**src/rtl/core/tscan_pkg.sv**
```systemverilog
// Package for the token scanner: token kinds, scan modes, the result record
// and the keyword table with small character helpers.
// Depends on nothing; used by token_scanner.
package tscan_pkg;

  localparam int OFFSET_BITS_DEF = 16;
  localparam int LINE_BITS_DEF   = 16;
  localparam int WIDE            = 34;  // holds any offset plus one, unclamped
  localparam int MAX_TOKENS      = 4;

  localparam logic [5:0] K_DOT      = 6'd7;
  localparam logic [5:0] K_BANG     = 6'd13;
  localparam logic [5:0] K_EQUAL    = 6'd15;
  localparam logic [5:0] K_LESS     = 6'd17;
  localparam logic [5:0] K_GREATER  = 6'd19;
  localparam logic [5:0] K_SLASH    = 6'd21;
  localparam logic [5:0] K_STRING   = 6'd22;
  localparam logic [5:0] K_NUMBER   = 6'd23;
  localparam logic [5:0] K_IDENT    = 6'd24;
  localparam logic [5:0] K_KW0      = 6'd25;
  localparam logic [5:0] K_EOF      = 6'd41;
  localparam logic [5:0] K_BADCHAR  = 6'd42;
  localparam logic [5:0] K_UNTERM   = 6'd43;

  localparam logic CMD_BYTE = 1'b0;
  localparam logic CMD_END  = 1'b1;

  typedef enum logic [11:0] {
    M_IDLE    = 12'b0000_0000_0001,
    M_BANG    = 12'b0000_0000_0010,
    M_EQ      = 12'b0000_0000_0100,
    M_LT      = 12'b0000_0000_1000,
    M_GT      = 12'b0000_0001_0000,
    M_SLASH   = 12'b0000_0010_0000,
    M_COMMENT = 12'b0000_0100_0000,
    M_STRING  = 12'b0000_1000_0000,
    M_INT     = 12'b0001_0000_0000,
    M_DOT     = 12'b0010_0000_0000,
    M_FRAC    = 12'b0100_0000_0000,
    M_WORD    = 12'b1000_0000_0000
  } mode_t;

  typedef logic [5:0][7:0] word_t;  // byte 0 is the first character

  typedef struct packed {
    logic [5:0]  kind;
    logic [15:0] start;
    logic [15:0] len;
    logic [15:0] line;
    logic        last;
  } tok_t;

  function automatic logic [15:0] clamp16(input logic [WIDE-1:0] v);
    clamp16 = (v > WIDE'(65535)) ? 16'hFFFF : v[15:0];
  endfunction

  function automatic logic [WIDE-1:0] sub0(input logic [WIDE-1:0] a, input logic [WIDE-1:0] b);
    sub0 = (a > b) ? a - b : '0;
  endfunction

  function automatic logic is_digit(input logic [7:0] c);
    is_digit = (c >= "0") && (c <= "9");
  endfunction

  function automatic logic is_alpha(input logic [7:0] c);
    is_alpha = ((c >= "a") && (c <= "z")) || ((c >= "A") && (c <= "Z")) || (c == "_");
  endfunction

  // Keyword text, written back to front so that the first character lands
  // in the lowest byte; unused bytes are zero.
  function automatic word_t kw_word(input logic [3:0] i);
    unique case (i)
      4'd0:  kw_word = 48'("dna");
      4'd1:  kw_word = 48'("ssalc");
      4'd2:  kw_word = 48'("esle");
      4'd3:  kw_word = 48'("eslaf");
      4'd4:  kw_word = 48'("rof");
      4'd5:  kw_word = 48'("nuf");
      4'd6:  kw_word = 48'("fi");
      4'd7:  kw_word = 48'("lin");
      4'd8:  kw_word = 48'("ro");
      4'd9:  kw_word = 48'("tnirp");
      4'd10: kw_word = 48'("nruter");
      4'd11: kw_word = 48'("repus");
      4'd12: kw_word = 48'("siht");
      4'd13: kw_word = 48'("eurt");
      4'd14: kw_word = 48'("rav");
      default: kw_word = 48'("elihw");
    endcase
  endfunction

  // Single-character punctuation; the kind equals the table position.
  function automatic logic [6:0] single_kind(input logic [7:0] c);
    unique case (c)
      "(": single_kind = {1'b1, 6'd0};
      ")": single_kind = {1'b1, 6'd1};
      "{": single_kind = {1'b1, 6'd2};
      "}": single_kind = {1'b1, 6'd3};
      "[": single_kind = {1'b1, 6'd4};
      "]": single_kind = {1'b1, 6'd5};
      ",": single_kind = {1'b1, 6'd6};
      ".": single_kind = {1'b1, 6'd7};
      "-": single_kind = {1'b1, 6'd8};
      "+": single_kind = {1'b1, 6'd9};
      ";": single_kind = {1'b1, 6'd10};
      "*": single_kind = {1'b1, 6'd11};
      "%": single_kind = {1'b1, 6'd12};
      default: single_kind = '0;
    endcase
  endfunction

endpackage

```
**src/rtl/core/token_scanner.sv**
```systemverilog
// Top level of the streaming Lox token scanner: scan state and token buffer.
// Depends on tscan_pkg.
//
// The scanner takes one source byte per request (in_tuser low) and an
// end-of-source request (in_tuser high), and answers each with zero to three
// token results: operators, strings, numbers, identifiers, keywords, error
// kinds and a final EOF. A request is scanned in the cycle it is accepted,
// by one pass of mode logic on the registered scan state, and its tokens are
// loaded into a four-slot output buffer; a new request is taken whenever the
// buffer will be empty after the current cycle. While out_tready is high, the
// buffer drains one token per cycle and text with at most one token per byte
// flows at one byte per clock; a byte with more tokens holds the input until
// all but its last have drained. There is no clearing pass after reset.
// Offsets and line numbers saturate; the reported fields stop at 16 bits.
module token_scanner
  import tscan_pkg::*;
#(
  parameter int OFFSET_BITS = OFFSET_BITS_DEF,
  parameter int LINE_BITS   = LINE_BITS_DEF
) (
  input  logic        clk,
  input  logic        rst_n,
  input  logic        in_tvalid,
  output logic        in_tready,
  input  logic [7:0]  in_tdata,   // [7:0] byte_req
  input  logic        in_tuser,   // [0] cmd
  output logic        out_tvalid,
  input  logic        out_tready,
  output logic [47:0] out_tdata,  // [15:0] start_offset, [31:16] length, [47:32] line
  output logic [5:0]  out_tuser,  // [5:0] kind
  output logic        out_tlast   // last_of_run
);

  localparam logic [OFFSET_BITS-1:0] OFF_MAX  = {OFFSET_BITS{1'b1}};
  localparam logic [LINE_BITS-1:0]   LINE_MAX = {LINE_BITS{1'b1}};

  // Scan state.
  mode_t                  mode_r, mode_nxt;
  logic [OFFSET_BITS-1:0] ts_r, ts_nxt;
  logic [OFFSET_BITS-1:0] pos_r, pos_nxt;
  logic [LINE_BITS-1:0]   line_r, line_nxt;
  word_t                  wc_r, wc_nxt;
  logic [2:0]             wcnt_r, wcnt_nxt;
  logic                   wlong_r, wlong_nxt;

  // Output buffer: slot 0 is the token on the port.
  tok_t       buf_r [MAX_TOKENS];
  logic [2:0] cnt_r;

  tok_t       tk [MAX_TOKENS];
  logic [2:0] n;
  logic       in_acc, out_acc, rescan;
  logic [WIDE-1:0] p_w, ts_w, dot_w;
  logic [15:0]     line16;
  logic [5:0]      word_kind, base;
  logic [6:0]      sk;
  logic [7:0]      c;

  assign in_acc  = in_tvalid && in_tready;
  assign out_acc = out_tvalid && out_tready;
  assign in_tready = (cnt_r == 3'd0) || ((cnt_r == 3'd1) && out_tready);

  assign out_tvalid = (cnt_r != 3'd0);
  assign out_tuser  = buf_r[0].kind;
  assign out_tdata  = {buf_r[0].line, buf_r[0].len, buf_r[0].start};
  assign out_tlast  = buf_r[0].last;

  assign c      = in_tdata;
  assign p_w    = WIDE'(pos_r);
  assign ts_w   = WIDE'(ts_r);
  assign dot_w  = (pos_r != '0) ? p_w - WIDE'(1) : '0;
  assign line16 = clamp16(WIDE'(line_r));

  // Keyword lookup on the stored word; words longer than six are identifiers.
  always_comb begin
    word_kind = K_IDENT;
    if (!wlong_r) begin
      for (int i = MAX_TOKENS * 4 - 1; i >= 0; i--) begin
        if (wc_r == kw_word(4'(i))) word_kind = K_KW0 + 6'(i);
      end
    end
  end

  always_comb begin
    unique case (mode_r)
      M_BANG:  base = K_BANG;
      M_EQ:    base = K_EQUAL;
      M_LT:    base = K_LESS;
      default: base = K_GREATER;
    endcase
  end

  assign sk = single_kind(c);

  // One pass of the scanner over the request: finish the pending token if
  // this byte ends it, then scan the byte from idle when it was not consumed.
  always_comb begin
    for (int i = 0; i < MAX_TOKENS; i++) tk[i] = '0;
    n         = '0;
    rescan    = 1'b0;
    mode_nxt  = mode_r;
    ts_nxt    = ts_r;
    pos_nxt   = (pos_r < OFF_MAX) ? pos_r + 1'b1 : pos_r;
    line_nxt  = line_r;
    wc_nxt    = wc_r;
    wcnt_nxt  = wcnt_r;
    wlong_nxt = wlong_r;
    if (in_tuser == CMD_END) begin
      unique case (mode_r)
        M_BANG, M_EQ, M_LT, M_GT: begin
          tk[0] = '{base, clamp16(ts_w), 16'd1, line16, 1'b0};
          n = 3'd1;
        end
        M_SLASH: begin
          tk[0] = '{K_SLASH, clamp16(ts_w), 16'd1, line16, 1'b0};
          n = 3'd1;
        end
        M_STRING: begin
          tk[0] = '{K_UNTERM, clamp16(ts_w), clamp16(sub0(p_w, ts_w)), line16, 1'b0};
          n = 3'd1;
        end
        M_INT, M_FRAC: begin
          tk[0] = '{K_NUMBER, clamp16(ts_w), clamp16(sub0(p_w, ts_w)), line16, 1'b0};
          n = 3'd1;
        end
        M_DOT: begin
          tk[0] = '{K_NUMBER, clamp16(ts_w), clamp16(sub0(dot_w, ts_w)), line16, 1'b0};
          tk[1] = '{K_DOT, clamp16(dot_w), 16'd1, line16, 1'b0};
          n = 3'd2;
        end
        M_WORD: begin
          tk[0] = '{word_kind, clamp16(ts_w), clamp16(sub0(p_w, ts_w)), line16, 1'b0};
          n = 3'd1;
        end
        default: n = 3'd0;
      endcase
      tk[n[1:0]] = '{K_EOF, clamp16(p_w), 16'd0, line16, 1'b0};
      n = n + 3'd1;
      // End of source restarts the scanner.
      mode_nxt  = M_IDLE;
      ts_nxt    = '0;
      pos_nxt   = '0;
      line_nxt  = LINE_BITS'(1);
      wc_nxt    = '0;
      wcnt_nxt  = '0;
      wlong_nxt = 1'b0;
    end else begin
      unique case (mode_r)
        M_BANG, M_EQ, M_LT, M_GT: begin
          mode_nxt = M_IDLE;
          if (c == "=") begin
            tk[0] = '{base + 6'd1, clamp16(ts_w), 16'd2, line16, 1'b0};
          end else begin
            tk[0] = '{base, clamp16(ts_w), 16'd1, line16, 1'b0};
            rescan = 1'b1;
          end
          n = 3'd1;
        end
        M_SLASH: begin
          if (c == "/") begin
            mode_nxt = M_COMMENT;
          end else begin
            mode_nxt = M_IDLE;
            tk[0] = '{K_SLASH, clamp16(ts_w), 16'd1, line16, 1'b0};
            n = 3'd1;
            rescan = 1'b1;
          end
        end
        M_COMMENT: begin
          // The newline that ends a comment is then counted from idle.
          if (c == "\n") begin
            mode_nxt = M_IDLE;
            rescan = 1'b1;
          end
        end
        M_STRING: begin
          if (c == "\"") begin
            tk[0] = '{K_STRING, clamp16(ts_w), clamp16(sub0(p_w, ts_w) + WIDE'(1)),
                      line16, 1'b0};
            n = 3'd1;
            mode_nxt = M_IDLE;
          end else if (c == "\n") begin
            line_nxt = (line_r < LINE_MAX) ? line_r + 1'b1 : line_r;
          end
        end
        M_INT, M_FRAC: begin
          if (is_digit(c)) begin
            mode_nxt = mode_r;
          end else if ((mode_r == M_INT) && (c == ".")) begin
            mode_nxt = M_DOT;
          end else begin
            tk[0] = '{K_NUMBER, clamp16(ts_w), clamp16(sub0(p_w, ts_w)), line16, 1'b0};
            n = 3'd1;
            mode_nxt = M_IDLE;
            rescan = 1'b1;
          end
        end
        M_DOT: begin
          // A dot without a following digit is a token of its own.
          if (is_digit(c)) begin
            mode_nxt = M_FRAC;
          end else begin
            tk[0] = '{K_NUMBER, clamp16(ts_w), clamp16(sub0(dot_w, ts_w)), line16, 1'b0};
            tk[1] = '{K_DOT, clamp16(dot_w), 16'd1, line16, 1'b0};
            n = 3'd2;
            mode_nxt = M_IDLE;
            rescan = 1'b1;
          end
        end
        M_WORD: begin
          if (is_alpha(c) || is_digit(c)) begin
            if (wcnt_r < 3'd6) begin
              wc_nxt[wcnt_r] = c;
              wcnt_nxt = wcnt_r + 3'd1;
            end else begin
              wlong_nxt = 1'b1;
            end
          end else begin
            tk[0] = '{word_kind, clamp16(ts_w), clamp16(sub0(p_w, ts_w)), line16, 1'b0};
            n = 3'd1;
            mode_nxt = M_IDLE;
            rescan = 1'b1;
          end
        end
        default: rescan = 1'b1;
      endcase

      if (rescan) begin
        ts_nxt = pos_r;
        if (sk[6]) begin
          tk[n[1:0]] = '{sk[5:0], clamp16(p_w), 16'd1, line16, 1'b0};
          n = n + 3'd1;
        end else if (c == "!") begin
          mode_nxt = M_BANG;
        end else if (c == "=") begin
          mode_nxt = M_EQ;
        end else if (c == "<") begin
          mode_nxt = M_LT;
        end else if (c == ">") begin
          mode_nxt = M_GT;
        end else if (c == "/") begin
          mode_nxt = M_SLASH;
        end else if ((c == " ") || (c == "\r") || (c == "\t")) begin
          mode_nxt = M_IDLE;
        end else if (c == "\n") begin
          line_nxt = (line_r < LINE_MAX) ? line_r + 1'b1 : line_r;
        end else if (c == "\"") begin
          mode_nxt = M_STRING;
        end else if (is_digit(c)) begin
          mode_nxt = M_INT;
        end else if (is_alpha(c)) begin
          wc_nxt    = '0;
          wc_nxt[0] = c;
          wcnt_nxt  = 3'd1;
          wlong_nxt = 1'b0;
          mode_nxt  = M_WORD;
        end else begin
          tk[n[1:0]] = '{K_BADCHAR, clamp16(p_w), 16'd1, line16, 1'b0};
          n = n + 3'd1;
        end
      end
    end
    if (n != 3'd0) tk[2'(n - 3'd1)].last = 1'b1;
  end

  always_ff @(posedge clk) begin
    if (!rst_n) begin
      mode_r  <= M_IDLE;
      ts_r    <= '0;
      pos_r   <= '0;
      line_r  <= LINE_BITS'(1);
      wc_r    <= '0;
      wcnt_r  <= '0;
      wlong_r <= 1'b0;
    end else if (in_acc) begin
      mode_r  <= mode_nxt;
      ts_r    <= ts_nxt;
      pos_r   <= pos_nxt;
      line_r  <= line_nxt;
      wc_r    <= wc_nxt;
      wcnt_r  <= wcnt_nxt;
      wlong_r <= wlong_nxt;
    end
  end

  // The buffer is empty or draining its last token whenever a request is
  // taken, so a load simply replaces all slots.
  always_ff @(posedge clk) begin
    if (!rst_n) begin
      cnt_r <= '0;
    end else if (in_acc) begin
      cnt_r <= n;
    end else if (out_acc) begin
      cnt_r <= cnt_r - 3'd1;
    end
  end

  always_ff @(posedge clk) begin
    if (in_acc) begin
      for (int i = 0; i < MAX_TOKENS; i++) buf_r[i] <= tk[i];
    end else if (out_acc) begin
      for (int i = 0; i < MAX_TOKENS - 1; i++) buf_r[i] <= buf_r[i + 1];
    end
  end

  // The buffer never holds more than one request's worth of tokens.
  assert property (@(posedge clk) disable iff (!rst_n) cnt_r <= 3'(MAX_TOKENS))
    else $error("token buffer overfilled");

  // End of source always yields at least the EOF token.
  assert property (@(posedge clk) disable iff (!rst_n)
    (in_acc && (in_tuser == CMD_END)) |=> out_tvalid)
    else $error("end of source gave no token");

  // End of source restarts the offset count.
  assert property (@(posedge clk) disable iff (!rst_n)
    (in_acc && (in_tuser == CMD_END)) |=> (pos_r == '0) && (mode_r == M_IDLE))
    else $error("scanner not restarted after end of source");

  // A new request is only taken once the previous tokens are nearly gone.
  assert property (@(posedge clk) disable iff (!rst_n)
    in_acc |-> ((cnt_r == 3'd0) || ((cnt_r == 3'd1) && out_acc)))
    else $error("request accepted over pending tokens");

endmodule

```
**config.mk**
```make
export PLATFORM = sky130hd
export DESIGN_NAME = token_scanner
export DESIGN_NICKNAME = d
export VERILOG_FILES = /design/src/rtl/core/tscan_pkg.sv /design/src/rtl/core/token_scanner.sv
export SDC_FILE = /design/constraint.sdc
export NUM_CORES = 1
export LEC_CHECK = 0
export BUFFER_PORTS_ARGS = -buffer_cell sky130_fd_sc_hd__buf_2
export CAP_MARGIN = 10
export CORE_ASPECT_RATIO = 0.5
export CORE_MARGIN = 5
export CORE_UTILIZATION = 55
export DETAILED_ROUTE_END_ITERATION = 10
export PLACE_DENSITY = 0.71
export SLEW_MARGIN = 40
export SYNTH_ARGS = -nofsm -noshare
export SYNTH_HDL_FRONTEND = slang
export SYNTH_SLANG_ARGS = --single-unit
```
**constraint.sdc**
```tcl
create_clock -name clk -period 16.8 [get_ports clk]
set_input_delay 2.52 -clock clk [delete_from_list [all_inputs] [get_ports clk]]
set_output_delay 2.52 -clock clk [all_outputs]
set_load 0.01 [all_outputs]
```
# --- Yosys cells after proc, flatten, opt, wreduce, memory -nomap -nowiden ---
# Memories as Yosys holds them, arrays and structs flattened.
# Cells that the tools add are included.
word_totals:
  regBits: 115
  ramBits: 220
  input_bits: 13
  output_inout_bits: 57
  word_cells: 353
  mem_count: 1
memory_table:
  columns: ["name", "words", "width", "rd", "rd_ports_with_merged_regs", "write_ports", "line_no", "text"]
  rows:
  - ["buf_r", 4, 55, 4, 0, 4, "token_scanner.sv:47", "tok_t buf_r [MAX_TOKENS];"]
classes:
  add_sub_neg: 12
  magnitude_cmp: 25
  n_eq_ne: 52
  mux: 215
  bitwise: 6
  reduce_logical: 29
op_table:
  columns: ["op", "count"]
  rows:
  - ["220-bit 2-to-1 mux", 14]
  - ["48-bit 2-to-1 mux", 32]
  - ["220-bit bitwise mux", 4]
  - ["48-bit equality test", 16]
  - ["55-bit 2-to-1 mux", 12]
  - ["55-bit case mux with 6 select lines", 2]
  - ["16-bit 2-to-1 mux", 24]
  - ["55-bit demux with 2-bit select", 3]
  - ["54-bit 2-to-1 mux", 4]
  - ["12-bit 2-to-1 mux", 17]
  - ["34-bit by 16-bit greater-than comparator with 1-bit output (second input constant)", 4]
  - ["8-bit by 6-bit equality test with 1-bit output (second input constant)", 16]
  - ["109-bit 2-to-1 mux", 1]
  - ["34-bit 2-to-1 mux", 3]
  - ["6-bit 2-to-1 mux", 17]
  - ["3-bit 2-to-1 mux", 33]
  - ["7-bit case mux with 13 select lines", 1]
  - ["12-bit case mux with 7 select lines", 1]
  - ["52-bit 2-to-1 mux", 1]
  - ["48-bit bitwise mux", 1]
  - ["8-bit by 7-bit equality test with 1-bit output (second input constant)", 6]
  - ["1-bit 2-to-1 mux", 35]
  - ["34-bit by 1-bit adder with 34-bit output (second input constant)", 1]
  - ["34-bit by 16-bit greater-than comparator with 1-bit output", 1]
  - ["other kinds (55)", 90]

# --- Longest topological paths before layout ---
logic_depth:
  ltp_word: 39
  ltp_mapped: 22
  ltp_nobuf: 20

# --- Least setup slack after synthesis ---
# Ideal clock, no wire load.
synth_path:
  kind: "in2reg"
  start: "input port out_tready"
  end: "memory buf_r[0][0] (netlist bit), enable pin"
  setup_ns: 1.143
  arrival_time_ns: 5.399
  required_time_ns: 15.657
  slack_ns: 10.258
  cell_stages: 5
  path_buffers: 1
  cell_sequence: "a21oi_1 nor2_1 nand2_1 clkbuf_1 nand2_1"
synth_lines:
  columns: ["item", "line_no", "text"]
  rows:
  - ["start, declared", "token_scanner.sv:28", "input logic out_tready,"]
  - ["end, declared", "token_scanner.sv:47", null]

==> run metrics <==
hpwl dp=38490 um; Vias/cell=6.499; GRT Util Overall=28.41%; Yosys cell types=95; Clock Path Buffers=3; status=completed; hold depth=1; max-cap check violation count=0; HP Start=wc_r[47]; most common cell after layout, fill and taps aside=nor2_1; drt drc=0; Top FF cell, synth=edfxtp_1; r2r setup slk=10110 ps; GRT overflow=0; initial drt markers=2005; Critical Path Start=pos_r[4]; Max Freq=149.5 MHz; Syn. warnings=0; R2R depth=19; drt pass-1 iters=6; Clk pwr share=25.1%; Clock transition at path regs=70 ps; crit path max-delay cell type=or4_1; Port Buffer Count=69; layout cells sized above 1=9.205%; RSZ-0062 raised after global routing=no; crit share post-route=39.81%; die area=0.03705 mm2; synth-to-layout area growth=8.648%; Vias=16850; Post-Syn Nets=2215; WL per Instance=21.28 um; largest net degree at the start of global routing=81; r2r endpoint=buf_r[0][17]; Hold Vio Cnt, Final=0; die extent in y=138.6 um; worst slack, placed=9874 ps; Slew @ Worst Pin=824.2 ps; first-pass GRT wire length=86310 um; Slew headroom=44.98%; Min-Delay Path Class=register to register; Leak Pwr=7.111 nW; CP cell instances=or4_1 -> nor3_1 -> nand3_1 -> nor2_1 -> buf_4 -> nor2_1 -> ha_1 -> o21ai_0 -> a21oi_1 -> o22ai_1 -> o21ai_0 -> a221o_1 -> ha_1 -> nor3b_1 -> nand3_1 -> o21a_1 -> a211o_1 -> a2111oi_0 -> nor3_1; post-route minimum period=6688 ps; core footprint=0.03287 mm2; Clock Latency Late Sink=580 ps; Hold Path End=wc_r[47]; Slew Viols, Final=0; sequential share of power=41.0%; placed cell areas=0.01881 mm2; Synth Instances=2145; FF-to-FF Start=pos_r[4]; Sink Count=287; Starting Density=55.37%; Power Internal=1.665 mW; Die X=267.3 um; clock skew=16.33 ps; WP data arrival=7000 ps; CTS tree=built; register area share after synthesis=41.03%; io pins=70; Worst EP required=17110 ps; Yosys reg bits=287; Inserted Diodes=0; fin nets=2200; initial antenna violation count=0; Max IR drop VDD=0.1231 mV; Post CTS Setup Buffer Count=0; TNS Setup=0 ps; slowest stage delay, CP=670 ps; vias in the first global route=15450; DRT antenna net count=0; site row count=47; EDFF count, synth=172; pwr dens=134.1 mW/mm2; most frequent cells in the layout=nor2_1 (264), nand2_1 (247), edfxtp_1 (172), o21ai_0 (166), a21oi_1 (116); NetSw=986.7 uW; crit path max fanout=17; H-tree depth=1; TritonCTS buffer count=27; Finish-stage setup viols=0; CTS resizes=0; GPL Wtd Cong=0.9907; switching part of the total=37.21%; critical path start-end classification=register to register; Post-synth ARST share=0%; Setup crit end kind=register; Final WS setup=10110 ps; Startpoint Class=register; Final Cell Area=0.01978 mm2; hold_buf cts=0; Post-Route WL=55160 um; Mean Syn Cell Area=8.485 um2; clk root buf=clkbuf_16; Comb power frac=33.8%; Post-Syn Area=0.01820 mm2
==> layout make-up <==
class | instances | area [um2]
clock buffer | 31 | 710.7
clock inverter | 19 | 234.0
fill | 2909 | 13100
inverter | 60 | 225.2
multi-input combinational | 1659 | 10040
sequential | 287 | 7467
tap | 441 | 551.8
timing repair buffer | 95 | 544.3
==> synthesized netlist by cell type (all sizes together) (30+ instances only) <==
library cell	n	share of area, %
nor3	44	1.3
nand2	251	5.2
nand3	66	1.8
xnor2	36	1.7
nor2	268	5.5
clkbuf	127	2.6
o21ai	175	4.9
dfxtp	115	13
edfxtp	172	28
nor2b	32	1.1
a22oi	68	2.8
nand2b	30	1.1
and2	50	1.7
inv	56	1.2
nor4	38	1.3
ha	55	3.8
nand4	30	1.1
a21oi	116	3.2
xor2	35	1.7
==> cell families after synthesis <==
logic type      Yosys count  synth area share (%)
compound gates          579                 20.92
buf+inv                 199                 4.145
flops                   287                 41.03
mux                       5                0.2956
fa+ha+maj                57                 4.001
simple gates            947                 26.20
xor+xnor                 71                 3.416
==> critical path, delay by kind of cell (launching register included) <==
kind                     cells  cell delay [ps]
AND/OR/NAND/NOR              8             2630
AO/OA/AOI/OAI                8             2270
adder cells (fa/ha/maj)      2              610
flip-flops                   1              580
buffers and inverters        1              300
==> registers in the layout, summed over array words and instances, names as in the netlist <==
| signal | flops |
|---|---|
| wlong_r | 1 |
| wcnt_r | 3 |
| line16 | 16 |
| ts_r | 16 |
| buf_r | 172 |
| wc_r | 48 |
| pos_r | 16 |
| mode_r | 12 |
| cnt_r | 3 |
==> worst max path at each step <==
stage	to	slack, ps
2_1_floorplan	buf_r[0][0]	10260
3_3_place_gp	buf_r[0][49]	9920
3_5_place_dp	buf_r[0][49]	9870
4_1_cts	buf_r[0][17]	10280
5_1_grt	buf_r[0][17]	9720
6_report	buf_r[0][17]	10110
==> through the flow <==
stage / cells / hold WS (ps) / power (mW) / util [%]
3_3_place_gp: 2542 / 471.4 / 1.973 / 57.16
3_5_place_dp: 2542 / 473.2 / 1.987 / 57.23
6_report: 2592 / 487.6 / 2.652 / 60.16
4_1_cts: 2592 / 485.3 / 2.652 / 60.10
2_1_floorplan: 2145 / 453.5 / 1.706 / -
5_1_grt: 2592 / 515.7 / 2.792 / 60.16
==> power groups by stage <==
stage               Sequential, mW  Clock [mW]  Combinational, mW
floorplan                     1.15           0              0.557
global placement              1.10           0              0.874
detailed placement            1.10           0              0.885
CTS                           1.09       0.674              0.889
global route                  1.10       0.706              0.982
finish                        1.09       0.667              0.897
==> metal layers <==
layer  wire length, um  global-route usage (%)  up-vias
met5                 0                       0        -
li1                  -                       -     7894
met4              1579                   8.374        0
met1             24310                   41.10     8056
met2             24100                   42.64      764
met3              5170                   6.754      132
Power figures use the tool's default switching activity.
